===== src/sv/uart_baud_divisor_calculator_core_assert.svh =====
// assertion macros shared by the baud divisor calculator rtl
`ifndef UART_BAUD_DIVISOR_CALCULATOR_CORE_ASSERT_SVH
`define UART_BAUD_DIVISOR_CALCULATOR_CORE_ASSERT_SVH

`ifndef SYNTHESIS

// same-cycle implication, checked outside reset
`define UBD_ASSERT_IMPL(label, clk, rst_n, ante, cons) \
	label: assert property (@(posedge clk) disable iff (!rst_n) (ante) |-> (cons)) \
		else $error("implication check failed");

// next-cycle implication, checked outside reset
`define UBD_ASSERT_NEXT(label, clk, rst_n, ante, cons) \
	label: assert property (@(posedge clk) disable iff (!rst_n) (ante) |=> (cons)) \
		else $error("next-cycle check failed");

`else

`define UBD_ASSERT_IMPL(label, clk, rst_n, ante, cons)
`define UBD_ASSERT_NEXT(label, clk, rst_n, ante, cons)

`endif

`endif


===== src/sv/ubd_pkg.sv =====
// types and constants for the baud divisor calculator
package ubd_pkg;

	localparam int CLOCK_BITS     = 32;
	localparam int DIVISOR_BITS   = 16;
	localparam int PRESCALER_BITS = 8;
	localparam int BAUD_W         = 24;
	// running clock after the divide by 16
	localparam int CLK_W          = CLOCK_BITS - 4;
	// rounded quotient may reach 2^CLK_W
	localparam int QUOT_W         = CLK_W + 1;
	// prescaler before range check: (quot >> DIVISOR_BITS) + 1
	localparam int PSR_W          = QUOT_W - DIVISOR_BITS + 1;
	localparam int CNT_W          = $clog2(CLK_W);
	localparam logic [CLOCK_BITS-1:0] CLOCK_HZ_RESET = CLOCK_BITS'(18432000);

	typedef enum logic [2:0] {
		S_IDLE,
		S_CLK_GO,
		S_CLK_WAIT,
		S_BAUD_GO,
		S_BAUD_WAIT,
		S_CHECK,
		S_DONE
	} ubd_state_t;

	typedef struct packed {
		logic load;
		logic div_start;
		logic div_sel_baud;
		logic save_clk;
		logic save_quot;
		logic set_psr;
		logic load_out;
	} ubd_cmd_t;

	typedef struct packed {
		logic baud_zero;
		logic div_done;
		logic quot_big;
	} ubd_status_t;

endpackage


===== src/sv/ubd_div.sv =====
// iterative restoring divider, one quotient bit per cycle
module ubd_div (
	input  logic                      clk,
	input  logic                      arst_n,
	input  logic                      start,
	input  logic [ubd_pkg::CLK_W-1:0]  dividend,
	input  logic [ubd_pkg::BAUD_W-1:0] denom,
	output logic                      done,
	output logic [ubd_pkg::CLK_W-1:0]  quotient,
	output logic [ubd_pkg::BAUD_W-1:0] remainder
);
	import ubd_pkg::*;

	logic              busy_q;
	logic              done_q;
	logic [CNT_W-1:0]  cnt_q;
	logic [CLK_W-1:0]  quo_q;
	logic [BAUD_W-1:0] rem_q;
	logic [BAUD_W-1:0] den_q;
	logic [BAUD_W:0]   trial;

	// trial subtract of the shifted partial remainder
	assign trial = {rem_q, quo_q[CLK_W-1]} - {1'b0, den_q};

	// control of the iteration
	always_ff @(posedge clk or negedge arst_n) begin
		if (!arst_n) begin
			busy_q <= 1'b0;
			done_q <= 1'b0;
			cnt_q  <= '0;
		end else begin
			done_q <= 1'b0;
			if (start) begin
				busy_q <= 1'b1;
				cnt_q  <= CNT_W'(CLK_W - 1);
			end else if (busy_q) begin
				cnt_q <= cnt_q - 1'b1;
				if (cnt_q == '0) begin
					busy_q <= 1'b0;
					done_q <= 1'b1;
				end
			end
		end
	end

	// partial remainder and quotient shift
	always_ff @(posedge clk) begin
		if (start) begin
			quo_q <= dividend;
			rem_q <= '0;
			den_q <= denom;
		end else if (busy_q) begin
			quo_q <= {quo_q[CLK_W-2:0], ~trial[BAUD_W]};
			if (!trial[BAUD_W]) begin
				rem_q <= trial[BAUD_W-1:0];
			end else begin
				rem_q <= {rem_q[BAUD_W-2:0], quo_q[CLK_W-1]};
			end
		end
	end

	assign done      = done_q;
	assign quotient  = quo_q;
	assign remainder = rem_q;

endmodule


===== src/sv/ubd_dp.sv =====
// datapath: clock register, pass registers, divider and result register
module ubd_dp (
	input  logic                            clk,
	input  logic                            arst_n,
	input  logic                            cfg_wr_en,
	input  logic [ubd_pkg::CLOCK_BITS-1:0]  cfg_wr_data,
	input  logic [ubd_pkg::BAUD_W-1:0]      baud_rate,
	input  ubd_pkg::ubd_cmd_t               cmd,
	output ubd_pkg::ubd_status_t            status,
	output logic [ubd_pkg::PRESCALER_BITS-1:0] prescaler,
	output logic [ubd_pkg::DIVISOR_BITS-1:0]   divisor,
	output logic                            ok
);
	import ubd_pkg::*;

	logic [CLOCK_BITS-1:0]     clock_hz_q;
	logic [BAUD_W-1:0]         baud_q;
	logic [CLK_W-1:0]          run_clk_q;
	logic [PSR_W-1:0]          psr_q;
	logic [QUOT_W-1:0]         quot_q;
	logic [PRESCALER_BITS-1:0] prescaler_q;
	logic [DIVISOR_BITS-1:0]   divisor_q;
	logic                      ok_q;

	logic [BAUD_W-1:0]         denom;
	logic                      div_done;
	logic [CLK_W-1:0]          div_quo;
	logic [BAUD_W-1:0]         div_rem;
	logic                      round_up;
	logic                      res_ok;

	// reference clock register
	always_ff @(posedge clk or negedge arst_n) begin
		if (!arst_n) begin
			clock_hz_q <= CLOCK_HZ_RESET;
		end else if (cfg_wr_en) begin
			clock_hz_q <= cfg_wr_data;
		end
	end

	// shared divider: running clock by prescaler, then by baud
	assign denom = cmd.div_sel_baud ? baud_q : BAUD_W'(psr_q);

	ubd_div u_div (
		.clk       (clk),
		.arst_n    (arst_n),
		.start     (cmd.div_start),
		.dividend  (run_clk_q),
		.denom     (denom),
		.done      (div_done),
		.quotient  (div_quo),
		.remainder (div_rem)
	);

	// round up only when twice the remainder exceeds the baud
	assign round_up = {div_rem, 1'b0} > {1'b0, baud_q};

	// pass registers
	always_ff @(posedge clk) begin
		if (cmd.load) begin
			baud_q    <= baud_rate;
			run_clk_q <= clock_hz_q[CLOCK_BITS-1:4];
			psr_q     <= PSR_W'(1);
		end else begin
			if (cmd.save_clk) begin
				run_clk_q <= div_quo;
			end
			if (cmd.set_psr) begin
				psr_q <= PSR_W'(quot_q[QUOT_W-1:DIVISOR_BITS]) + PSR_W'(1);
			end
		end
		if (cmd.save_quot) begin
			quot_q <= {1'b0, div_quo} + QUOT_W'(round_up);
		end
	end

	// result register
	assign res_ok = (baud_q != '0) && (psr_q[PSR_W-1:PRESCALER_BITS] == '0);

	always_ff @(posedge clk) begin
		if (cmd.load_out) begin
			ok_q        <= res_ok;
			prescaler_q <= res_ok ? psr_q[PRESCALER_BITS-1:0] : '0;
			divisor_q   <= res_ok ? quot_q[DIVISOR_BITS-1:0] : '0;
		end
	end

	assign status.baud_zero = (baud_q == '0);
	assign status.div_done  = div_done;
	assign status.quot_big  = (quot_q[QUOT_W-1:DIVISOR_BITS] != '0);

	assign prescaler = prescaler_q;
	assign divisor   = divisor_q;
	assign ok        = ok_q;

endmodule


===== src/sv/ubd_ctrl.sv =====
// controller: sequences the passes and the result handshake
module ubd_ctrl (
	input  logic                 clk,
	input  logic                 arst_n,
	input  logic                 in_valid,
	output logic                 in_ready,
	output logic                 out_valid,
	input  logic                 out_ready,
	input  ubd_pkg::ubd_status_t status,
	output ubd_pkg::ubd_cmd_t    cmd
);
	import ubd_pkg::*;

	ubd_state_t state_q, state_d;
	logic       out_valid_q;

	// state register and result valid flag
	always_ff @(posedge clk or negedge arst_n) begin
		if (!arst_n) begin
			state_q     <= S_IDLE;
			out_valid_q <= 1'b0;
		end else begin
			state_q <= state_d;
			if (cmd.load_out) begin
				out_valid_q <= 1'b1;
			end else if (out_ready) begin
				out_valid_q <= 1'b0;
			end
		end
	end

	// next state and commands
	always_comb begin
		state_d = state_q;
		cmd     = '0;
		unique case (state_q)
			S_IDLE: begin
				if (in_valid) begin
					cmd.load = 1'b1;
					state_d  = S_CLK_GO;
				end
			end
			S_CLK_GO: begin
				if (status.baud_zero) begin
					state_d = S_DONE;
				end else begin
					cmd.div_start = 1'b1;
					state_d       = S_CLK_WAIT;
				end
			end
			S_CLK_WAIT: begin
				if (status.div_done) begin
					cmd.save_clk = 1'b1;
					state_d      = S_BAUD_GO;
				end
			end
			S_BAUD_GO: begin
				cmd.div_start    = 1'b1;
				cmd.div_sel_baud = 1'b1;
				state_d          = S_BAUD_WAIT;
			end
			S_BAUD_WAIT: begin
				cmd.div_sel_baud = 1'b1;
				if (status.div_done) begin
					cmd.save_quot = 1'b1;
					state_d       = S_CHECK;
				end
			end
			S_CHECK: begin
				if (status.quot_big) begin
					cmd.set_psr = 1'b1;
					state_d     = S_CLK_GO;
				end else begin
					state_d = S_DONE;
				end
			end
			S_DONE: begin
				if (!out_valid_q || out_ready) begin
					cmd.load_out = 1'b1;
					state_d      = S_IDLE;
				end
			end
			default: begin
				state_d = S_IDLE;
			end
		endcase
	end

	assign in_ready  = (state_q == S_IDLE);
	assign out_valid = out_valid_q;

endmodule


===== src/sv/uart_baud_divisor_calculator_core.sv =====
// top level of the uart baud divisor calculator
//
//   channel   signals                          direction
//   in        in_valid/in_ready, baud_rate      into block
//   out       out_valid/out_ready, prescaler,   out of block
//             divisor, ok
//   cfg       cfg_wr_en, cfg_wr_data            into block, no wait
//
// one item at a time; a pass runs S_CLK_GO, S_CLK_WAIT, S_BAUD_GO, S_BAUD_WAIT, S_CHECK:
// two runs of the one shared bit-serial divider (a start state plus a wait state each)
// and a check; an item usually takes one or two passes, at most three; a zero baud goes from S_CLK_GO to S_DONE.
// the reference clock register resets to 18432000; no clearing pass is needed.
// a finished result waits in the output register; the next item is taken
// while it waits, and only the following result stalls on out_ready.
module uart_baud_divisor_calculator_core (
	input  logic                               clk,
	input  logic                               arst_n,
	input  logic                               cfg_wr_en,
	input  logic [ubd_pkg::CLOCK_BITS-1:0]     cfg_wr_data,
	input  logic                               in_valid,
	output logic                               in_ready,
	input  logic [ubd_pkg::BAUD_W-1:0]         baud_rate,
	output logic                               out_valid,
	input  logic                               out_ready,
	output logic [ubd_pkg::PRESCALER_BITS-1:0] prescaler,
	output logic [ubd_pkg::DIVISOR_BITS-1:0]   divisor,
	output logic                               ok
);
	import ubd_pkg::*;

	`include "uart_baud_divisor_calculator_core_assert.svh"

	ubd_cmd_t    cmd;
	ubd_status_t status;

	// sequencer
	ubd_ctrl u_ctrl (
		.clk       (clk),
		.arst_n    (arst_n),
		.in_valid  (in_valid),
		.in_ready  (in_ready),
		.out_valid (out_valid),
		.out_ready (out_ready),
		.status    (status),
		.cmd       (cmd)
	);

	// arithmetic and storage
	ubd_dp u_dp (
		.clk         (clk),
		.arst_n      (arst_n),
		.cfg_wr_en   (cfg_wr_en),
		.cfg_wr_data (cfg_wr_data),
		.baud_rate   (baud_rate),
		.cmd         (cmd),
		.status      (status),
		.prescaler   (prescaler),
		.divisor     (divisor),
		.ok          (ok)
	);

	// an accepted transfer keeps the input closed while it is worked on
	`UBD_ASSERT_NEXT(a_busy_after_take, clk, arst_n, in_valid && in_ready, !in_ready)
	// a valid result always carries a nonzero prescaler
	`UBD_ASSERT_IMPL(a_ok_psr, clk, arst_n, out_valid && ok, prescaler != '0)
	// a flagged result is all zero
	`UBD_ASSERT_IMPL(a_bad_zero, clk, arst_n, out_valid && !ok, (prescaler == '0) && (divisor == '0))
	// the divider is never started while a result load or an input load is pending
	`UBD_ASSERT_IMPL(a_cmd_excl, clk, arst_n, cmd.div_start, !cmd.load_out && !cmd.load)

endmodule

===== config.mk =====
export PLATFORM = sky130hd
export DESIGN_NAME = uart_baud_divisor_calculator_core
export DESIGN_NICKNAME = d
export VERILOG_FILES = /design/src/sv/ubd_pkg.sv /design/src/sv/ubd_div.sv /design/src/sv/ubd_dp.sv /design/src/sv/ubd_ctrl.sv /design/src/sv/uart_baud_divisor_calculator_core.sv
export VERILOG_INCLUDE_DIRS = /design/src /design/src/sv
export SDC_FILE = /design/constraint.sdc
export NUM_CORES = 1
export LEC_CHECK = 0
export BUFFER_PORTS_ARGS = -buffer_cell sky130_fd_sc_hd__buf_2
export CAP_MARGIN = 20
export CORE_MARGIN = 4
export CORE_UTILIZATION = 35
export CTS_CLUSTER_SIZE = 12
export DETAILED_ROUTE_END_ITERATION = 8
export GPL_TIMING_DRIVEN = 0
export PLACE_DENSITY = 0.63
export SETUP_SLACK_MARGIN = 0.02
export SLEW_MARGIN = 40
export SYNTH_ARGS = -nofsm -noshare
export SYNTH_HDL_FRONTEND = slang
export SYNTH_HIERARCHICAL = 1
export SYNTH_SLANG_ARGS = --single-unit

===== constraint.sdc =====
create_clock -name clk -period 4.3 [get_ports clk]
set_input_delay 0.43 -clock clk [delete_from_list [all_inputs] [get_ports clk]]
set_output_delay 0.43 -clock clk [all_outputs]
set_load 0.01 [all_outputs]

==> Word-level counts from Yosys, hierarchy flattened <==
Index checks and enable logic that the tools add are counted.
W data, S select, Z words.
{ "totals": {"register_bits": 239, "inputBits": 61, "output_inout_bits": 27} }
{ "classes": {"addsub": 4, "order_cmp": 1, "n_eq_ne": 10, "mux": 35, "bitwise": 1, "reduce_logical": 14} }
{ "ops": {"columns": ["op", "count"], "rows": [
  ["$mux W28", 4],
  ["$add A28 B1 Y29", 1],
  ["$gt A25 B24 Y1", 1],
  ["$sub A25 B24 Y25", 1],
  ["$logic_not A24 Y1", 1],
  ["$mux W24", 1],
  ["$reduce_bool A24 Y1", 1],
  ["$pmux W3 S7", 1],
  ["$mux W1", 19],
  ["$mux W3", 6],
  ["$add A13 B1 Y14 const B", 1],
  ["$mux W14", 1],
  ["$reduce_bool A13 Y1", 1],
  ["$mux W5", 2],
  ["$eq A3 B3 Y1 const B", 3],
  ["$eq A3 B2 Y1 const B", 2],
  ["$logic_not A6 Y1", 1],
  ["$ne A2 B1 Y1 const B", 3],
  ["$reduce_bool A2 Y1", 3],
  ["$logic_not A5 Y1", 1],
  ["$sub A5 B1 Y5 const B", 1],
  ["$reduce_and A4 Y1", 1],
  ["$eq A3 B1 Y1 const B", 1],
  ["$logic_not A3 Y1", 1],
  ["other kinds (7)", 7]
]} }

==> Depth between registers and ports, before layout <==
Gate-level depths: netlist of the first run.
{ "logic_depth": {"word_depth": 5, "ltp_mapped": 13, "ltp_nobuf": 13} }

==> Hierarchy <==
The synthesis of the first run kept the hierarchy.
{ "by_module_without_submodules": {"columns": ["mod", "instances", "cells_each", "area_per_inst_um2", "seq_area_each_um2"], "rows": [
  ["ubd_dp", 1, 510, 6852.8, 4170.2],
  ["ubd_div", 1, 447, 4708.3, 2217.1],
  ["ubd_ctrl", 1, 34, 284.0, 100.1]
]} }

==> Worst setup path after synthesis of the first run <==
Ideal clock, no wire load.
{ "synth_timing": {"path_kind": "register -> register", "from": "reg u_dp.baud_q[0]", "to": "reg u_dp.u_div.quo_q[0] (netlist: u_dp/u_div/quotient[0]) (enable)", "setup_ns": 0.383, "arrival_ns": 3.740, "t_required_ns": 3.917, "setup_slack_ns": 0.177, "stages_incl_launch_ff": 9, "synth_period_minus_slack_ns": 4.123, "path_cell_list": "edfxtp_1 -> nor4_1 -> nand4_1 -> nor2_1 -> a211oi_1 -> clkbuf_1 -> nor2_1 -> clkbuf_1 -> inv_1"} }
{ "synth_lines": {"columns": ["element", "line_no", "rtl"], "rows": [
  ["from (decl)", "ubd_dp.sv:17", "logic [BAUD_W-1:0] baud_q;"],
  ["from (signal assigned)", "ubd_dp.sv:61", "baud_q <= baud_rate;"],
  ["to (signal assigned)", "ubd_div.sv:49", "quo_q <= dividend;"],
  ["to (signal assigned)", "ubd_div.sv:53", "quo_q <= {quo_q[CLK_W-2:0], ~trial[BAUD_W]};"],
  ["to (decl)", "ubd_div.sv:17", "logic [CLK_W-1:0] quo_q;"]
]} }

==> Worst setup path in the final report of the first run <==
{ "layout_timing": {"from": "reg u_dp.baud_q[23]", "to": "reg u_dp.quot_q[12], data pin"} }
{ "layout_via": {"elab_chain_len": 2} }
{ "layout_lines": {"columns": ["element", "line_no", "rtl"], "rows": [
  ["$gt A25 B24 Y1", "ubd_dp.sv:56", "assign round_up = {div_rem, 1'b0} > {1'b0, baud_q};"],
  ["$add A28 B1 Y29", "ubd_dp.sv:73", "quot_q <= {1'b0, div_quo} + QUOT_W'(round_up);"],
  ["to (signal assigned)", "ubd_dp.sv:73", null],
  ["to (decl)", "ubd_dp.sv:20", "logic [QUOT_W-1:0] quot_q;"]
]} }
No other way between the ends.
A chain may end at the register's enable or synchronous reset.

==> results.yml, run 1 <==
placement:
  place_congestion: 0.857
  port_buffers: 82
  place_area_um2: 12900
  hpwl_mm: 20.2
  dp_slack_ps: 589
  dp.cells: 1524
timing:
  period_minus_slack_ps: 3760
  drv_slew: 0
  fmax_mhz: 266
  setup_viol: 0
  worst_pin_slew_ps: 799
  period_share_pct: 87.4
  fin_skew_ps: 12.4
  rsz0062_at_grt: "no"
  max-slew-margin-rel_pct: 46.3
  holdWs_ps: 93.3
  worst_slack_ps: 543
  hold_viol: 0
  tns_ps: 0
clock_network:
  cts_tree: "done"
  cts_root_buf: "clkbuf_16"
  clkSinkCount: 235
  cts_resized: 0
  cts_buffers: 24
  h-tree-depth: 1
  path_clk_slew_ps: 60
  ctsLongestPathBuffers: 3
  clock_latency_ps: 510
min_path:
  min_to: "u_dp/baud_q[15]"
  hold_path.startpoint: "baud_rate[15]"
  hold_path_class: "in -> reg"
  min_path_cells: 1
cells_and_area:
  design_area_um2: 13600
  diodes: 0
  finalNetCount: 1218
  post-route-util_pct: 40.8
  fin_cells: 1569
  syn2layout_area_growth_pct: 15.1
  drive_gt1_share_pct: 23.0
grt:
  grt_overflow: 0
  grt_pass1_wl_mm: 42.6
  grt_pass1_vias: 7995
  grt_antenna_before_repair: 0
  grt_usage_pct: 14.4
  grt_max_degree: 40
power:
  power_density_nw_per_um2: 777
  cellLeakagePower_nw: 5.20
  peakVddDrop_uv: 366
  power_mw: 10.6
die:
  initial_core_util_pct: 35.4
  row_count: 67
  dieArea_um2: 36900
  die_h_um: 192
  coreArea_um2: 33400
  die_w_um: 192
  io_pins: 88
route:
  dr_total_vias: 7914
  drc: 0
  dr.pass1.iters: 5
  wl_per_cell_um: 17.2
  wirelength_mm: 26.9
  ant_nets: 0
  drt-vias-per-instance: 5.04
  first_iter_violations: 522
worst_setup_path:
  end_kind: "flip-flop"
  cp.required_ps: 4540
  cp_max_fo: 10
  ff2ff_setup_slack_ps: 540
  path_class: "reg -> reg"
  r2r_end: "u_dp/quot_q[12]"
  worst_setup_path_start_kind: "flip-flop"
  rr_startpoint: "u_dp/baud_q[23]"
  reg2reg_depth: 13
  critical_path_arrival_ps: 4000
logic_synthesis:
  yosysUniqueCellTypes: 70
  syn-num-nets: 1106
  yosys_register_bits: 235
  synth_edf_count: 158
  ys_seq_area_share_pct: 54.8
  synth_ff_type: "edfxtp_1"
  syn_area_per_cell_um2: 12.0
  async_flop_share_pct: 16.6
  syn_area_um2: 11800
  synthCells: 991
  synth_warnings: 6
job:
  cap_violations: 0
status:
  status: "complete, no violations"
## worst max-delay path by stage
stage / from / end / slack [ps] / depth (start not counted)
floorplan: u_dp/baud_q[0] / u_dp/u_div/quotient[0] / 180 / 8
global placement: u_dp/baud_q[2] / u_dp/u_div/quotient[22] / -1920 / 8
detailed placement: u_dp/baud_q[15] / u_dp/u_div/quotient[22] / 590 / 8
CTS: u_dp/baud_q[15] / u_dp/u_div/quotient[25] / 560 / 8
global route: u_dp/baud_q[15] / u_dp/u_div/quotient[25] / 320 / 8
finish: u_dp/baud_q[23] / u_dp/quot_q[12] / 540 / 13
## report_power, final
part / internal (mW) / total [mW] / switching (mW)
clock: 1.15 / 1.97 / 0.828
sequential: 3.41 / 3.99 / 0.585
combinational: 2.07 / 4.62 / 2.56
total: 6.62 / 10.6 / 3.97
## critical path: stages (launching register included)
cell and delay [ps]:
edfxtp_1 400, inv_1 60, ha_1 290, nand4_1 150, nor4_1 520, a221o_1 230
nor4_1 60, a21oi_1 320, ha_1 270, nand4_1 200, nor3_2 410, buf_4 260
nand4_1 130, xnor2_1 180
## placed cells by master, fill, tap and decap left out, drive strengths merged, types with 37 or more instances in the layout
| cell type | count |
|---|---|
| edfxtp | 158 |
| buf | 109 |
| mux2 | 95 |
| nand2 | 71 |
| clkbuf | 62 |
| inv | 60 |
| nor2 | 57 |
| ha | 53 |
| xnor2 | 41 |
| dfxtp | 38 |
| a21oi | 37 |
| and2 | 37 |
## what timing repair did
action | 4_1_cts | 5_1_grt
endpoints found under the hold margin | 34 | 0
hold buffers | 1 | 0
setup endpoints to repair | 0 | 0
buffers inserted | 0 | 0
## state kept, by name (all words and copies together) (netlist names), 8 cells and up
| name | cells |
|---|---|
| u_dp/run_clk_q | 28 |
| u_dp/quot_q | 29 |
| u_dp/u_div/den_q | 24 |
| u_dp/prescaler | 8 |
| u_dp/baud_q | 24 |
| u_dp/u_div/quotient | 28 |
| u_dp/clock_hz_q | 28 |
| u_dp/u_div/remainder | 24 |
| u_dp/divisor | 16 |
| u_dp/psr_q | 14 |
## per-layer routing
metal	global-route usage [%]	part of all wire, %	up-vias
met4	4.12	2.6	0
met2	26.3	51	152
li1	-	-	3848
met3	1.60	3.8	42
met1	18.1	42	3872
met5	0	0	-
## cells by family (layout without fill, tap and decap cells)
| group | Yosys count | in the layout | synth area share, % |
|---|---|---|---|
| buf+inv | 105 | 235 | 3.94 |
| simple gates | 289 | 289 | 13.0 |
| xor+xnor | 60 | 60 | 4.66 |
| compound gates | 148 | 148 | 8.45 |
| mux | 100 | 100 | 9.45 |
| flops | 235 | 235 | 54.8 |
| fa+ha+maj | 54 | 54 | 5.77 |
## cells in the mapped netlist (3+ instances only)
master    instances  area [µm²]
a211oi_1         15         113
a21o_1            7        52.6
a21oi_1          37         185
a311oi_1         12         105
a31oi_1           3        18.8
a32oi_1           4        35.0
and2_1           37         231
and3_1            8        50.1
and4_1            4        35.0
buf_1             6        22.5
buf_2             9        45.0
buf_6             7        78.8
clkbuf_1         19        71.3
dfrtp_1          34         851
dfstp_2           5         131
dfxtp_1          38         761
edfxtp_1        158        4740
ha_1             53         663
inv_1            60         225
mux2_2           95        1070
mux2i_1           5        50.1
nand2_1          71         267
nand2b_1         12        75.1
nand3_1          26         130
nand4_1          22         138
nor2_1           56         210
nor2b_1           6        37.5
nor3_1           11        55.1
nor4_1           16         100
o211ai_1          4        30.0
o21a_1            8        60.1
o21ai_0          35         175
o31ai_1           4        30.0
xnor2_1          39         342
xor2_1           19         166
## layout make-up
| class | instances | area [µm²] |
|---|---|---|
| Clock buffer | 42 | 732 |
| Timing Repair Buffer | 86 | 469 |
| Multi-Input combinational cell | 651 | 4910 |
| Tap cell | 448 | 561 |
| Sequential cell | 235 | 6490 |
| Fill cell | 3207 | 19800 |
| Inverter | 61 | 229 |
| Clock inverter | 2 | 8.76 |
| Buffer | 44 | 238 |
Power figures use the tool's default switching activity.
==> run 2, diff against run 1 <==
--- a/config.mk
+++ b/config.mk
@@ -18,5 +18,4 @@
 export SLEW_MARGIN = 40
 export SYNTH_ARGS = -nofsm -noshare
 export SYNTH_HDL_FRONTEND = slang
-export SYNTH_HIERARCHICAL = 1
 export SYNTH_SLANG_ARGS = --single-unit
==> run 2 against run 1 <==
Against the previous run:
- synthesized cell count is 4.8% higher
- first-iteration DRC count is 3.6% lower
- sequential cell count stayed put
- clock-buffer cell count is 1 lower
- combinational power is 23% lower
- highest routed layer unchanged
- total power is 8.6% lower
- die area is 1.1% lower
- critical path type unchanged
==> results.yml, run 2 <==
clock_network:
  cts_buffers: 28
  h-tree-depth: 1
  cts_setup_buffers: 0
  clkSinkCount: 235
  path_clk_slew_ps: 60
  cts_root_buf: "clkbuf_16"
  clock_latency_ps: 550
  ctsLongestPathBuffers: 3
  cts_tree: "done"
route:
  dr_total_vias: 8016
  wirelength_mm: 27.0
  first_iter_violations: 503
  drt-vias-per-instance: 4.93
  ant_nets: 0
  wl_per_cell_um: 16.6
  drc: 0
  dr.pass1.iters: 5
cells_and_area:
  largest_register_ffs: 29
  regMostFlops: "u_dp.quot_q"
  layout_common_cells: "158 x edfxtp_1, 132 x nand2_1, 86 x buf_2"
  drive_gt1_share_pct: 19.4
  design_area_um2: 13800
  finalNetCount: 1276
  syn2layout_area_growth_pct: 17.8
  post-route-util_pct: 42.1
  fin_cells: 1625
  fillers: 3116
  diodes: 0
  layout_commonest_cell: "edfxtp_1"
logic_synthesis:
  netlist_top_cells_count: "158 x edfxtp_1, 133 x nand2_1, 70 x mux2_2"
  synth_largest_area_cell: "edfxtp_1"
  yosys_register_bits: 235
  syn-num-nets: 1154
  synth.most_common_cell: "edfxtp_1"
  syn_area_um2: 11700
  synth_warnings: 0
  synth_ff_type: "edfxtp_1"
  synthCells: 1039
  async_flop_share_pct: 16.6
  yosysTopAreaCellShare_pct: 40.5
  syn_area_per_cell_um2: 11.3
  yosys-top-cells-area: "edfxtp_1 41%, dfrtp_1 7.3%, mux2_2 6.7%, dfxtp_1 6.5%, ha_1 5.7%"
  synth_edf_count: 158
  yosysUniqueCellTypes: 59
  ys_seq_area_share_pct: 55.4
power:
  peakVddDrop_uv: 375
  cellLeakagePower_nw: 5.57
  power_density_nw_per_um2: 702
grt:
  grt_usage_pct: 14.6
  grt_overflow: 0
  grt_max_degree: 40
  grt_pass1_vias: 7946
  grt_antenna_before_repair: 0
  grt_pass1_wl_mm: 42.8
timing:
  max-slew-margin-rel_pct: 46.2
  hold_viol: 0
  rsz0062_at_grt: "no"
  period_minus_slack_ps: 4010
  setup_viol: 0
  fin_skew_ps: 14.8
  worst_slack_ps: 287
  period_share_pct: 93.3
  fmax_mhz: 249
  drv_slew: 0
  worst_pin_slew_ps: 808
  holdWs_ps: 53.9
status:
  status: "complete, no violations"
worst_setup_path:
  worst_setup_path_start_kind: "flip-flop"
  rr_startpoint: "u_dp.baud_q[10]"
  critical-path-max-stage-delay_ps: 450
  crit_family: "simple AND/OR/NAND/NOR gates"
  critical_path_arrival_ps: 4320
  cp_max_fo: 4
  cp.required_ps: 4610
  cp_slowest_cell: "edfxtp_1"
  cp.depth: 19
  path_common_cell: "ha_1"
  reg2reg_depth: 19
  path_class: "reg -> reg"
  worstPathCellList: "inv_1 > ha_1 > a21o_1 > a21o_1 > a21oi_1 > nor2_1 > a211oi_1 > o211ai_1 > a21oi_1 > nor2_1 > ha_1 > ha_1 > nand3_1 > nor2_4 > and3_1 > and2_1 > nor2b_2 > and2_1 > and3_1"
  cp_num_buf_inv: 1
  end_kind: "flip-flop"
  cp-startpoint: "u_dp.baud_q[10]"
die:
  coreArea_um2: 32800
  io_pins: 88
  dieArea_um2: 36500
  row_count: 66
  initial_core_util_pct: 35.7
  die_w_um: 191
  die_h_um: 191
job:
  cap_violations: 0
placement:
  dp_slack_ps: 117
  port_buffers: 82
  hpwl_mm: 19.9
  dp.cells: 1572
  place_area_um2: 12800
  place_congestion: 0.860
min_path:
  min_path_cells: 1
  hold_path_class: "in -> reg"
  hold_path.startpoint: "baud_rate[6]"
## run 2: changes by cell type after synthesis, moves of 6 or more
cell and delta:
o21a_1 -7, nand4_1 -10, clkbuf_1 +17, buf_6 -6
a21oi_1 +10, nand2_1 +62, buf_2 -8, a311oi_1 -12
mux2_2 -25, mux2i_1 +17
## run 2: final timing paths
kind | end | slack [ps]
setup / recovery | u_dp.quot_q[28] | 290
hold / removal | u_dp.baud_q[6] | 50
setup reg to reg | u_dp.quot_q[28] | 290
hold reg to reg | u_dp.clock_hz_q[23] | 500
max in group asynchronous | u_dp.u_div.cnt_q[1] | 3520
min in group asynchronous | u_dp.clock_hz_q[13] | 400
## run 2: layer usage
layer  vias up  track usage, %  part of all wire (%)
met5         -               0                     0
met2       137            25.3                    49
met4         0            3.20                   1.5
met1      3889            19.5                    45
met3        31            2.10                   4.2
li1       3959               -                     -
## run 2: power by group
group | internal, mW | total (mW) | switching (mW)
clock | 1.47 | 2.40 | 0.930
combinational | 1.55 | 3.57 | 2.01
sequential | 3.25 | 3.71 | 0.462
total | 6.27 | 9.68 | 3.41
## run 2: logic make-up (layout without fill, tap and decap cells)
| logic type | Yosys count | in the layout | synth area share, % |
|---|---|---|---|
| compound gates | 154 | 154 | 8.04 |
| xor+xnor | 61 | 61 | 4.56 |
| fa+ha+maj | 54 | 54 | 5.83 |
| buf+inv | 105 | 249 | 3.47 |
| flops | 235 | 235 | 55.4 |
| mux | 92 | 92 | 8.61 |
| simple gates | 338 | 338 | 14.1 |
## run 2: through the flow
stage	total power [mW]	TNS, ps
2_1_floorplan	6.29	0
3_3_place_gp	7.17	-4250
3_5_place_dp	7.31	0
4_1_cts	9.77	0
5_1_grt	10.4	0
6_report	9.68	0
## run 2: cell type report
class                      count  area [µm²]  share of cell area, %
timing repair buffer          92         523                   3.79
inverter                      62         233                   1.69
tap                          442         553                   4.01
sequential                   235        6490                   47.0
clock inverter                11         161                   1.17
clock buffer                  41         800                   5.80
buffer                        43         180                   1.31
multi-input combinational    699        4850                   35.2
## run 2: worst register-to-register path, cell delays in order (launching register included)
cell      delay [ps]
edfxtp_1         450
inv_1             90
ha_1             240
a21o_1           160
a21o_1           170
a21oi_1          220
nor2_1            70
a211oi_1         300
o211ai_1         170
a21oi_1          150
nor2_1           100
ha_1             230
ha_1             220
nand3_1          170
nor2_4            80
and3_1           210
and2_1           200
nor2b_2          190
and2_1           190
and3_1           190
## run 2: repair_timing
| action | CTS | global route |
|---|---|---|
| endpoints found under the setup margin | 0 | 3 |
| gates resized for setup | 0 | 3 |
| hold endpoints to repair | 34 | 0 |
| hold buffers | 1 | 0 |
